### src/rtl/core/ppm_pkg.sv
// Shared types and constants of the pedal plausibility monitor.
package ppm_pkg;

    localparam int SAMPLE_BITS_DEF = 12;
    localparam int PCT_W           = 7;
    localparam int OUT_W           = 24;
    localparam int TOL_W           = 7;
    localparam int IDX_W           = 3;
    localparam int CH_W            = 2;
    localparam int STEP_W          = 3;
    localparam int NUM_CH          = 3;

    // Register indexes of the configuration port
    localparam logic [IDX_W-1:0] REG_T1_MIN = 3'd0;
    localparam logic [IDX_W-1:0] REG_T1_MAX = 3'd1;
    localparam logic [IDX_W-1:0] REG_T2_MIN = 3'd2;
    localparam logic [IDX_W-1:0] REG_T2_MAX = 3'd3;
    localparam logic [IDX_W-1:0] REG_BR_MIN = 3'd4;
    localparam logic [IDX_W-1:0] REG_BR_MAX = 3'd5;
    localparam logic [IDX_W-1:0] REG_TOL    = 3'd6;

    // Channel numbers
    localparam logic [CH_W-1:0] CH_T1 = 2'd0;
    localparam logic [CH_W-1:0] CH_T2 = 2'd1;
    localparam logic [CH_W-1:0] CH_BR = 2'd2;

    localparam int RST_T1_MIN = 993;
    localparam int RST_T1_MAX = 2482;
    localparam int RST_T2_MIN = 497;
    localparam int RST_T2_MAX = 1241;
    localparam int RST_BR_MAX = 0;
    localparam int RST_TOL    = 10;

    localparam logic [PCT_W-1:0] FULL_PERCENT    = 7'd100;
    localparam logic [PCT_W-1:0] THROTTLE_ACTIVE = 7'd5;
    localparam logic [PCT_W-1:0] BRAKE_ACTIVE    = 7'd25;

    // Top quotient bit position of the divider, where the divide steps start
    localparam logic [STEP_W-1:0] DIV_TOP = 3'd6;

    typedef struct packed {
        logic            load;
        logic            upd;
        logic            div;
        logic            last;
        logic            fin;
        logic [CH_W-1:0] ch;
    } ppm_cmd_t;

    typedef struct packed {
        logic out_free;
    } ppm_status_t;

endpackage

### src/rtl/core/ppm_ctrl.sv
// Sequencer of the pedal plausibility monitor: channel update, divide steps, result.
module ppm_ctrl
    import ppm_pkg::*;
(
    input  logic        clk,
    input  logic        rst_n,
    input  logic        in_valid,
    output logic        in_ready,
    input  ppm_status_t status,
    output ppm_cmd_t    cmd
);

    localparam logic [1:0] S_IDLE = 2'd0;
    localparam logic [1:0] S_UPD  = 2'd1;
    localparam logic [1:0] S_DIV  = 2'd2;
    localparam logic [1:0] S_FIN  = 2'd3;

    logic [1:0]        state_reg, state_next;
    logic [CH_W-1:0]   ch_reg, ch_next;
    logic [STEP_W-1:0] step_reg, step_next;

    always_ff @(posedge clk or negedge rst_n)
    begin
        if (!rst_n)
        begin
            state_reg <= S_IDLE;
            ch_reg    <= CH_T1;
            step_reg  <= '0;
        end
        else
        begin
            state_reg <= state_next;
            ch_reg    <= ch_next;
            step_reg  <= step_next;
        end
    end

    always_comb
    begin
        state_next = state_reg;
        ch_next    = ch_reg;
        step_next  = step_reg;
        cmd        = '0;
        cmd.ch     = ch_reg;
        in_ready   = 1'b0;
        unique case (state_reg)
            S_IDLE:
            begin
                in_ready = 1'b1;
                if (in_valid)
                begin
                    cmd.load   = 1'b1;
                    ch_next    = CH_T1;
                    state_next = S_UPD;
                end
            end
            S_UPD:
            begin
                cmd.upd    = 1'b1;
                step_next  = DIV_TOP;
                state_next = S_DIV;
            end
            S_DIV:
            begin
                cmd.div   = 1'b1;
                step_next = step_reg - 1'b1;
                if (step_reg == '0)
                begin
                    cmd.last = 1'b1;
                    if (ch_reg == CH_BR)
                    begin
                        state_next = S_FIN;
                    end
                    else
                    begin
                        ch_next    = ch_reg + 1'b1;
                        state_next = S_UPD;
                    end
                end
            end
            S_FIN:
            begin
                // hold the result until the output slot is free
                if (status.out_free)
                begin
                    cmd.fin    = 1'b1;
                    state_next = S_IDLE;
                end
            end
            default:
            begin
                state_next = S_IDLE;
            end
        endcase
    end

endmodule

### src/rtl/core/ppm_datapath.sv
// Datapath: limit registers, channel levels, shared divider and output register.
module ppm_datapath
    import ppm_pkg::*;
#(
    parameter int SAMPLE_BITS = SAMPLE_BITS_DEF
)
(
    input  logic                   clk,
    input  logic                   rst_n,
    input  logic                   cfg_wen,
    input  logic [IDX_W-1:0]       cfg_index,
    input  logic [SAMPLE_BITS-1:0] cfg_data,
    input  logic [SAMPLE_BITS-1:0] t1_sample,
    input  logic [SAMPLE_BITS-1:0] t2_sample,
    input  logic [SAMPLE_BITS-1:0] br_sample,
    input  ppm_cmd_t               cmd,
    output ppm_status_t            status,
    output logic                   out_valid,
    input  logic                   out_ready,
    output logic [OUT_W-1:0]       out_data
);

    localparam int NW = SAMPLE_BITS + PCT_W;

    logic [SAMPLE_BITS-1:0] lo_reg  [NUM_CH];
    logic [SAMPLE_BITS-1:0] hi_reg  [NUM_CH];
    logic [SAMPLE_BITS-1:0] lvl_reg [NUM_CH];
    logic [SAMPLE_BITS-1:0] smp_reg [NUM_CH];
    logic [PCT_W-1:0]       pct_reg [NUM_CH];
    logic [TOL_W-1:0]       tol_reg;
    logic [NW-1:0]          rem_reg;
    logic [NW-1:0]          dvs_reg;
    logic [PCT_W-1:0]       q_reg;
    logic                   zero_reg;
    logic                   neg_reg;
    logic                   brake_ok_reg;
    logic                   out_valid_reg;
    logic [OUT_W-1:0]       out_data_reg;

    // channel update
    logic [SAMPLE_BITS-1:0] lo_sel, hi_sel, avg, clamp_lo, lvl_new, delta, span;
    logic [SAMPLE_BITS:0]   sum;
    logic [NW-1:0]          num;

    // divide step
    logic [NW:0]            trial;
    logic                   ge;
    logic [PCT_W-1:0]       q_next;
    logic [PCT_W-1:0]       pct_new;

    // result
    logic [PCT_W-1:0]       diff;
    logic                   agree;
    logic                   brake_ok_next;

    always_comb
    begin
        lo_sel   = lo_reg[cmd.ch];
        hi_sel   = hi_reg[cmd.ch];
        sum      = {1'b0, lvl_reg[cmd.ch]} + {1'b0, smp_reg[cmd.ch]};
        avg      = sum[SAMPLE_BITS:1];
        clamp_lo = (avg < lo_sel) ? lo_sel : avg;
        lvl_new  = (clamp_lo > hi_sel) ? hi_sel : clamp_lo;
        delta    = lvl_new - lo_sel;
        span     = hi_sel - lo_sel;
        num      = NW'(delta) * NW'(FULL_PERCENT);

        trial    = {1'b0, rem_reg} - {1'b0, dvs_reg};
        ge       = !trial[NW];
        q_next   = {q_reg[PCT_W-2:0], ge};
        if (zero_reg)
        begin
            pct_new = '0;
        end
        else if (neg_reg)
        begin
            pct_new = FULL_PERCENT;
        end
        else
        begin
            pct_new = q_next;
        end

        diff  = (pct_reg[CH_T1] > pct_reg[CH_T2]) ? (pct_reg[CH_T1] - pct_reg[CH_T2])
                                                  : (pct_reg[CH_T2] - pct_reg[CH_T1]);
        agree = (diff <= tol_reg);
        if ((pct_reg[CH_T1] > THROTTLE_ACTIVE) && (pct_reg[CH_BR] > BRAKE_ACTIVE))
        begin
            brake_ok_next = 1'b0;
        end
        else if (pct_reg[CH_BR] == '0)
        begin
            brake_ok_next = 1'b1;
        end
        else
        begin
            brake_ok_next = brake_ok_reg;
        end
    end

    always_ff @(posedge clk or negedge rst_n)
    begin
        if (!rst_n)
        begin
            lo_reg[CH_T1] <= SAMPLE_BITS'(RST_T1_MIN);
            hi_reg[CH_T1] <= SAMPLE_BITS'(RST_T1_MAX);
            lo_reg[CH_T2] <= SAMPLE_BITS'(RST_T2_MIN);
            hi_reg[CH_T2] <= SAMPLE_BITS'(RST_T2_MAX);
            lo_reg[CH_BR] <= '1;
            hi_reg[CH_BR] <= SAMPLE_BITS'(RST_BR_MAX);
            tol_reg       <= TOL_W'(RST_TOL);
            for (int i = 0; i < NUM_CH; i++)
            begin
                lvl_reg[i] <= '0;
            end
            brake_ok_reg  <= 1'b1;
            out_valid_reg <= 1'b0;
        end
        else
        begin
            if (cfg_wen)
            begin
                unique case (cfg_index)
                    REG_T1_MIN: lo_reg[CH_T1] <= cfg_data;
                    REG_T1_MAX: hi_reg[CH_T1] <= cfg_data;
                    REG_T2_MIN: lo_reg[CH_T2] <= cfg_data;
                    REG_T2_MAX: hi_reg[CH_T2] <= cfg_data;
                    REG_BR_MIN: lo_reg[CH_BR] <= cfg_data;
                    REG_BR_MAX: hi_reg[CH_BR] <= cfg_data;
                    REG_TOL:    tol_reg       <= cfg_data[TOL_W-1:0];
                    default:    ;
                endcase
            end
            if (cmd.upd)
            begin
                lvl_reg[cmd.ch] <= lvl_new;
            end
            if (cmd.fin)
            begin
                brake_ok_reg  <= brake_ok_next;
                out_valid_reg <= 1'b1;
            end
            else if (out_ready)
            begin
                out_valid_reg <= 1'b0;
            end
        end
    end

    always_ff @(posedge clk)
    begin
        if (cmd.load)
        begin
            smp_reg[CH_T1] <= t1_sample;
            smp_reg[CH_T2] <= t2_sample;
            smp_reg[CH_BR] <= br_sample;
        end
        if (cmd.upd)
        begin
            rem_reg  <= num;
            dvs_reg  <= NW'({span, 6'b0});
            q_reg    <= '0;
            zero_reg <= (lo_sel == hi_sel);
            neg_reg  <= (lo_sel > hi_sel);
        end
        if (cmd.div)
        begin
            // restoring divide: one quotient bit a cycle, divisor walks right
            if (ge)
            begin
                rem_reg <= trial[NW-1:0];
            end
            dvs_reg <= dvs_reg >> 1;
            q_reg   <= q_next;
        end
        if (cmd.last)
        begin
            pct_reg[cmd.ch] <= pct_new;
        end
        if (cmd.fin)
        begin
            out_data_reg <= {1'b0, brake_ok_next, agree,
                             pct_reg[CH_BR], pct_reg[CH_T2], pct_reg[CH_T1]};
        end
    end

    assign status.out_free = !out_valid_reg || out_ready;
    assign out_valid       = out_valid_reg;
    assign out_data        = out_data_reg;

endmodule

### src/rtl/core/pedal_plausibility_monitor_top.sv
// A new request is accepted only in the idle state, after the previous result is loaded;
// the shared 7-step restoring divider runs once per channel, each run after one update
// state, and one result state follows.
// A result waiting in the output register stalls the next request only in its result state.
// Reset (rst_n low, asynchronous): limits and tolerance to defaults, levels to zero,
// brake plausibility latch set, output empty.
module pedal_plausibility_monitor_top
    import ppm_pkg::*;
#(
    parameter int SAMPLE_BITS = SAMPLE_BITS_DEF
)
(
    input  logic                                  clk,
    input  logic                                  rst_n,
    input  logic                                  cfg_wen,
    input  logic [IDX_W-1:0]                      cfg_index,
    input  logic [SAMPLE_BITS-1:0]                cfg_data,
    input  logic                                  s_axis_tvalid,
    output logic                                  s_axis_tready,
    // throttle1_sample, throttle2_sample, brake_sample, zero pad
    input  logic [((3*SAMPLE_BITS+7)/8)*8-1:0]    s_axis_tdata,
    output logic                                  m_axis_tvalid,
    input  logic                                  m_axis_tready,
    // throttle1_percent, throttle2_percent, brake_percent, throttles_agree,
    // brake_ok, zero pad
    output logic [OUT_W-1:0]                      m_axis_tdata
);

    ppm_cmd_t    cmd;
    ppm_status_t status;

    ppm_ctrl u_ctrl (
        .clk      (clk),
        .rst_n    (rst_n),
        .in_valid (s_axis_tvalid),
        .in_ready (s_axis_tready),
        .status   (status),
        .cmd      (cmd)
    );

    ppm_datapath #(
        .SAMPLE_BITS (SAMPLE_BITS)
    ) u_datapath (
        .clk       (clk),
        .rst_n     (rst_n),
        .cfg_wen   (cfg_wen),
        .cfg_index (cfg_index),
        .cfg_data  (cfg_data),
        .t1_sample (s_axis_tdata[SAMPLE_BITS-1:0]),
        .t2_sample (s_axis_tdata[2*SAMPLE_BITS-1:SAMPLE_BITS]),
        .br_sample (s_axis_tdata[3*SAMPLE_BITS-1:2*SAMPLE_BITS]),
        .cmd       (cmd),
        .status    (status),
        .out_valid (m_axis_tvalid),
        .out_ready (m_axis_tready),
        .out_data  (m_axis_tdata)
    );

    a_one_at_a_time: assert property (@(posedge clk) disable iff (!rst_n)
        (s_axis_tvalid && s_axis_tready) |=> !s_axis_tready)
        else $error("request accepted while previous one still in work");

    a_result_from_fin: assert property (@(posedge clk) disable iff (!rst_n)
        $rose(m_axis_tvalid) |-> $past(cmd.fin))
        else $error("output valid without a finished result");

    a_no_overwrite: assert property (@(posedge clk) disable iff (!rst_n)
        cmd.fin |-> (!m_axis_tvalid || m_axis_tready))
        else $error("result loaded over a pending output");

    a_percent_range: assert property (@(posedge clk) disable iff (!rst_n)
        m_axis_tvalid |-> (m_axis_tdata[6:0] <= FULL_PERCENT)
                       && (m_axis_tdata[13:7] <= FULL_PERCENT)
                       && (m_axis_tdata[20:14] <= FULL_PERCENT))
        else $error("percent out of range");

endmodule

### config.mk
export PLATFORM = sky130hd
export DESIGN_NAME = pedal_plausibility_monitor_top
export DESIGN_NICKNAME = d
export VERILOG_FILES = /design/src/rtl/core/ppm_pkg.sv /design/src/rtl/core/ppm_ctrl.sv /design/src/rtl/core/ppm_datapath.sv /design/src/rtl/core/pedal_plausibility_monitor_top.sv
export SDC_FILE = /design/constraint.sdc
export NUM_CORES = 1
export LEC_CHECK = 0
export BUFFER_PORTS_ARGS = -buffer_cell sky130_fd_sc_hd__buf_2
export CAP_MARGIN = 15
export CORE_AREA = 2 2 170 172
export CTS_CLUSTER_SIZE = 30
export DETAILED_ROUTE_END_ITERATION = 7
export DIE_AREA = 0 0 172 174
export PLACE_DENSITY = 0.74
export RECOVER_POWER = 100
export SETUP_SLACK_MARGIN = 0.4
export SLEW_MARGIN = 20
export SYNTH_ARGS = -nofsm -noshare
export SYNTH_HDL_FRONTEND = slang
export SYNTH_HIERARCHICAL = 1
export SYNTH_SLANG_ARGS = --single-unit
### constraint.sdc
create_clock -name clk -period 11 [get_ports clk]
set_clock_uncertainty 0.1 [all_clocks]
set_input_delay 2.2 -clock clk [delete_from_list [all_inputs] [get_ports clk]]
set_output_delay 2.2 -clock clk [all_outputs]
set_load 0.01 [all_outputs]
Word-level counts from Yosys, hierarchy flattened
Memory sizes are Yosys's and may differ from the RTL's.
Cells that the tools add are included.
{ "word_totals": {"regBits": 192, "ramBits": 57, "inputBits": 60, "output_inout_bits": 26, "elab_cells": 130, "mem_count": 2} }
{ "classes": {"addsub": 8, "n_mul": 1, "order_cmp": 9, "eq_ne": 15, "n_mux": 50, "bitwise": 1, "n_reduce_logical": 22} }
{ "mem_list": {"columns": ["memory", "words", "width", "read_ports", "rd_ports_with_merged_regs", "wr", "line_no", "source"], "rows": [
  ["u_datapath.smp_reg", 3, 12, 1, 0, 3, "ppm_datapath.sv:28", "logic [SAMPLE_BITS-1:0] smp_reg [NUM_CH];"],
  ["u_datapath.pct_reg", 3, 7, 3, 0, 1, "ppm_datapath.sv:29", "logic [PCT_W-1:0] pct_reg [NUM_CH];"]
]} }
{ "op_table": {"columns": ["cell", "count"], "rows": [
  ["$mux W12", 9],
  ["$bmux W12 S2", 3],
  ["$mux W19", 3],
  ["$bwmux W36", 1],
  ["$demux W12 S2", 1],
  ["$gt A12 B12 Y1", 2],
  ["$sub A12 B12 Y12", 2],
  ["$mux W7", 3],
  ["$sub A19 B18 Y20", 1],
  ["$mux W18", 1],
  ["$mul A12 B5 Y17 const B", 1],
  ["$mux W17", 1],
  ["$mux W2", 8],
  ["$mux W1", 15],
  ["$reduce_and A2 Y1", 7],
  ["$sub A7 B7 Y7", 2],
  ["$add A12 B12 Y13", 1],
  ["$eq A12 B12 Y1", 1],
  ["$lt A12 B12 Y1", 1],
  ["$mux W6", 2],
  ["$eq A3 B3 Y1 const B", 3],
  ["$pmux W2 S4", 1],
  ["$reduce_bool A2 Y1", 4],
  ["$gt A7 B3 Y1 const B", 1],
  ["24 further kinds", 32]
]} }

Depth between registers and ports, before layout
{ "depth": {"depth_word": 14, "ltp_mapped": 53, "ltp_nobuf": 47} }

By module
Netlist, hierarchy kept.
{ "modules_own_cells": {"columns": ["mod", "n_inst", "cells_each", "area_per_inst_um2", "seq_area_each_um2"], "rows": [
  ["ppm_datapath", 1, 1417, 14756.7, 6540.0],
  ["ppm_ctrl", 1, 51, 483.0, 175.2]
]} }

Worst setup path after synthesis
Ideal clock, no wire load.
{ "synth_path": {"path_type": "register -> register", "startpoint": "reg u_ctrl.ch_reg[1]", "endpoint": "reg u_datapath.rem_reg[18]", "setup_time_ns": 0.133, "arrival_time_ns": 10.286, "required_ns": 10.767, "setup_slack_ns": 0.480, "stages_incl_launch_ff": 47, "n_path_buf": 6, "period_less_slack_ns": 10.520, "cell_sequence": "dfrtp_1 -> buf_6 -> buf_2 -> buf_2 -> buf_1 -> mux2i_1 -> o21ai_0 -> fa_1 -> a211oi_1 -> o21ai_0 -> a311o_1 -> a31o_2 -> ha_1 -> and4_1 -> a221oi_1 -> o21ai_2 -> buf_2 -> o21ai_0 -> [... 11 more ...] -> o21ai_0 -> a21boi_0 -> o21ai_0 -> a21oi_1 -> o21ai_0 -> mux2_2 -> or2_2 -> ha_1 -> ha_1 -> ha_1 -> ha_1 -> and3_1 -> nand3_1 -> nand4b_1 -> a21o_1 -> a21oi_1 -> xor2_1 -> o311ai_2"} }
{ "synth_between": {"elab_chain_len": 14, "word_cells_on_any_way": 21, "cone_classes": "add/sub: 2; mul: 1; order compare: 2; mux: 14; bitwise: 1; memory: 1"} }
{ "synth_rtl": {"columns": ["item", "line_no", "source"], "rows": [
  ["start: declaration", "ppm_ctrl.sv:19", "logic [CH_W-1:0] ch_reg, ch_next;"],
  ["start signal: assignment", "ppm_ctrl.sv:33", "ch_reg <= ch_next;"],
  ["$not A2 Y3 (not written as such)", "ppm_datapath.sv:58, ppm_datapath.sv:59, ppm_datapath.sv:60", null],
  ["$bmux W12 S2", "ppm_datapath.sv:60", "sum = {1'b0, lvl_reg[cmd.ch]} + {1'b0, smp_reg[cmd.ch]};"],
  ["$mux W12 (not written as such) (2 in a row)", "ppm_datapath.sv:60", null],
  ["$add A12 B12 Y13", "ppm_datapath.sv:60", null],
  ["$lt A12 B12 Y1", "ppm_datapath.sv:62", "clamp_lo = (avg < lo_sel) ? lo_sel : avg;"],
  ["$mux W12", "ppm_datapath.sv:62", null],
  ["$gt A12 B12 Y1", "ppm_datapath.sv:63", "lvl_new = (clamp_lo > hi_sel) ? hi_sel : clamp_lo;"],
  ["$mux W12 (*)", "ppm_datapath.sv:63", null],
  ["net u_datapath.lvl_new[2]", "ppm_datapath.sv:41", "logic [SAMPLE_BITS-1:0] lo_sel, hi_sel, avg, clamp_lo, lvl_new, delta, span;"],
  ["$sub A12 B12 Y12 (*)", "ppm_datapath.sv:64", "delta = lvl_new - lo_sel;"],
  ["$mul A12 B5 Y17 (*)", "ppm_datapath.sv:66", "num = NW'(delta) * NW'(FULL_PERCENT);"],
  ["$mux W19 (*)", "ppm_datapath.sv:158", "if (cmd.upd)"],
  ["$mux W19", "ppm_datapath.sv:169", "if (ge)"],
  ["$mux W19 (*)", "ppm_datapath.sv:166", "if (cmd.div)"],
  ["end signal: assignment", "ppm_datapath.sv:160", "rem_reg <= num;"],
  ["end signal: assignment", "ppm_datapath.sv:171", "rem_reg <= trial[NW-1:0];"],
  ["end: declaration", "ppm_datapath.sv:31", "logic [NW-1:0] rem_reg;"]
]} }
Mark *: on every way through the listed nets, which the timed path passes. The rest lies on a longest branch. The select of a mux whose other input is x is not followed.
A chain may end at the register's enable or synchronous reset.

Final worst setup path
Ends and elaborated chain as after synthesis.

==> reports/summary.txt <==
Status: complete, but fails checks
Violated checks: max-capacitance violations, max-slew violations
Crit Path Max Fanout: 19
1st-pass router iterations: 4
Post-DP HPWL: 24.4 mm
Vias per cell: 5.59
Met1 wire length: 14.9 mm
Hold-fix buffer count after cts: 0
Drt drc: 0
Fmax: 97.6 MHz
Synth Area per Inst: 10.4 sq um
Std-Cell Core Area: 28,200 sq um
Initial antenna violation count: 0
Fillers: 2,314
Total track usage: 22.3%
Die ar.: 29,900 sq um
Final GP Congestion: 0.950
Register area share after synthesis: 44.1%
Synth Register Bits: 249
Remaining Overflow, GRT: 0
Cell Rows: 62
Largest net degree at the start of global routing: 65
Reg2reg end: u_datapath/rem_reg[18]
Sum Neg Setup Slack: 0 ns
Fin nets: 1,784
Clock-pin slew of the registers on the worst-case setup and hold paths: 0.06 ns
Async set or reset register ratio after synthesis: 49.8%
Initial drt markers: 589
Relative slew slack: -131%
Ys Warns: 6
Post-Route WL: 33.4 mm
Routed wire length per instance: 16.9 um
Vias: 11,031
RSZ-0062 raised after global routing: false
Hold Path Origin: u_datapath/pct_reg[2][6]
Synth Net Count: 1,684
Largest stage delay, worst path: 0.94 ns
I/O Pins: 86
Worst setup path class: reg2reg
Met2 Routed Length: 16.3 mm
Die span in y: 174 um
Post-route clock period utilization: 93.2%
Final Hold Fails: 0
EDFF count, synth: 106
Vias in the first global route: 10,871
Final setup vio count: 0
DR top layer: met4
Fin crit period: 10.25 ns
CTS tree: yes
Synth Instances: 1,468
Origin of the critical flop-to-flop path: u_ctrl/ch_reg[1]
Final ANT Viol Nets: 0
Clk sinks: 249
# H-tree levels: 1
Die Wd: 172 um
Num CTS Buffers: 26
Worst path slowest cell: clkbuf_1
Element type at the critical path end: flop
Met3 wire len: 1.55 mm
First-pass GRT wire length: 53.9 mm
Ant diodes: 0
R2r setup slk: 0.75 ns
Top FF cell, synth: edfxtp_1
Critical Path Start Type: flop
CP required: 11.30 ns
Clock Path Buffers: 3
I/O Buffers: 80
Initial Util: 54.0%
Hold path depth: 0
Slew @ Worst Pin: 3.47 ns
WHS Endpoint: u_datapath/out_data[20]
Worst EP arrival: 10.55 ns
Layout area overhead: 12.3%
Clock Latency Late Sink: 0.54 ns
Cell area after layout: 17,100 sq um
Dpl cell area: 16,100 sq um
Yosys cell types: 76
Max Cap Viol: 10
Pins Over Slew Limit: 344
Root buffer cell: clkbuf_16
Share of cells above drive strength 1: 17.3%
Hold Crit Class: reg2reg
Worst R2R Path Depth: 45
Crit-path most repeated cell: ha_1
Post-Syn Area: 15,200 sq um
[synth_stat cells, types with 20 or more instances]
master | number | area, sq um
ha_1 | 144 | 1800
nand2_1 | 132 | 495
o21ai_0 | 125 | 626
inv_1 | 113 | 424
edfxtp_1 | 106 | 3180
nor2_1 | 104 | 390
dfrtp_1 | 85 | 2130
mux2_2 | 85 | 957
a21oi_1 | 82 | 410
mux2i_1 | 64 | 641
dfstp_2 | 39 | 1020
xnor2_1 | 29 | 254
clkbuf_1 | 28 | 105
xor2_1 | 27 | 236
nor3_1 | 23 | 115
a21o_1 | 20 | 150
[worst max-delay path by stage]
stage	start	endpoint	slack, ns	depth (start not counted)
floorplan	u_ctrl/ch_reg[1]	u_datapath/rem_reg[18]	0.48	46
global placement	u_ctrl/ch_reg[1]	u_datapath/rem_reg[18]	0.28	45
detailed placement	u_ctrl/ch_reg[1]	u_datapath/rem_reg[18]	0.19	45
CTS	u_ctrl/ch_reg[1]	u_datapath/rem_reg[18]	0.42	42
global route	u_ctrl/ch_reg[1]	u_datapath/rem_reg[18]	0.23	42
finish	u_ctrl/ch_reg[1]	u_datapath/rem_reg[18]	0.75	45
[cells by family after synthesis]
logic type	share of synthesized area, %
multiplexers	10.5
buffers and inverters	4.26
other	0.0246
adder cells (fa/ha/maj)	13.4
flip-flops	44.1
AND/OR/NAND/NOR	11.6
XOR/XNOR	3.22
AO/OA/AOI/OAI	13.0
[per-layer routing]
metal	vias to the layer above	track usage (%)
met4	0	5.11
li1	5429	-
met5	-	0
met3	44	2.85
met2	259	38.5
met1	5299	29.9
[worst max-delay path: cells and delay by family (launching register included)]
kind	cells	cell delay, ns
buffers and inverters	10	2.36
adder cells (fa/ha/maj)	7	2.09
multiplexers	1	0.19
AND/OR/NAND/NOR	10	1.83
XOR/XNOR	2	0.47
AO/OA/AOI/OAI	15	2.54
flip-flops	1	0.48
[stage by stage]
| stage | cells | hold WS [ns] | util, % | worst slack, ns |
|---|---|---|---|---|
| 2_1_floorplan | 1468 | 0.326 | - | 0.480 |
| 3_3_place_gp | 1906 | 0.334 | 57.0 | 0.282 |
| 3_5_place_dp | 1906 | 0.336 | 57.0 | 0.186 |
| 4_1_cts | 1955 | 0.351 | 60.2 | 0.421 |
| 5_1_grt | 1972 | 0.357 | 60.6 | 0.234 |
| 6_report | 1972 | 0.350 | 60.6 | 0.750 |
[placed cells by master, fill, tap and decap left out, types with 46 or more instances in the layout]
master | synthesis | layout
dfrtp_1 | 85 | 83
clkbuf_1 | 28 | 46
mux2i_1 | 64 | 64
edfxtp_1 | 106 | 106
o21ai_0 | 125 | 118
ha_1 | 144 | 143
a21oi_1 | 82 | 79
nor2_1 | 104 | 104
mux2_2 | 85 | 84
buf_2 | 9 | 52
inv_1 | 113 | 114
nand2_1 | 132 | 132
[what timing repair did]
action,4_1_cts,5_1_grt
setup endpoints to repair,1,6
gates cloned,1,2
hold endpoints to repair,0,0
pin swaps,1,12
buffers inserted,0,15
gates resized for setup,3,36
[layout make-up]
class	count	area (sq um)	area share, %
Multi-Input combinational cell	1060	7980	46.6
Sequential cell	249	6720	39.3
Clock buffer	39	782	4.57
Timing Repair Buffer	117	627	3.66
Tap cell	384	480	2.81
Inverter	114	428	2.50
Clock inverter	9	98.8	0.578
Power is left out: the tool's default activity adds up to more than one toggle a clock period on the data nets, which glitch-free logic cannot reach.
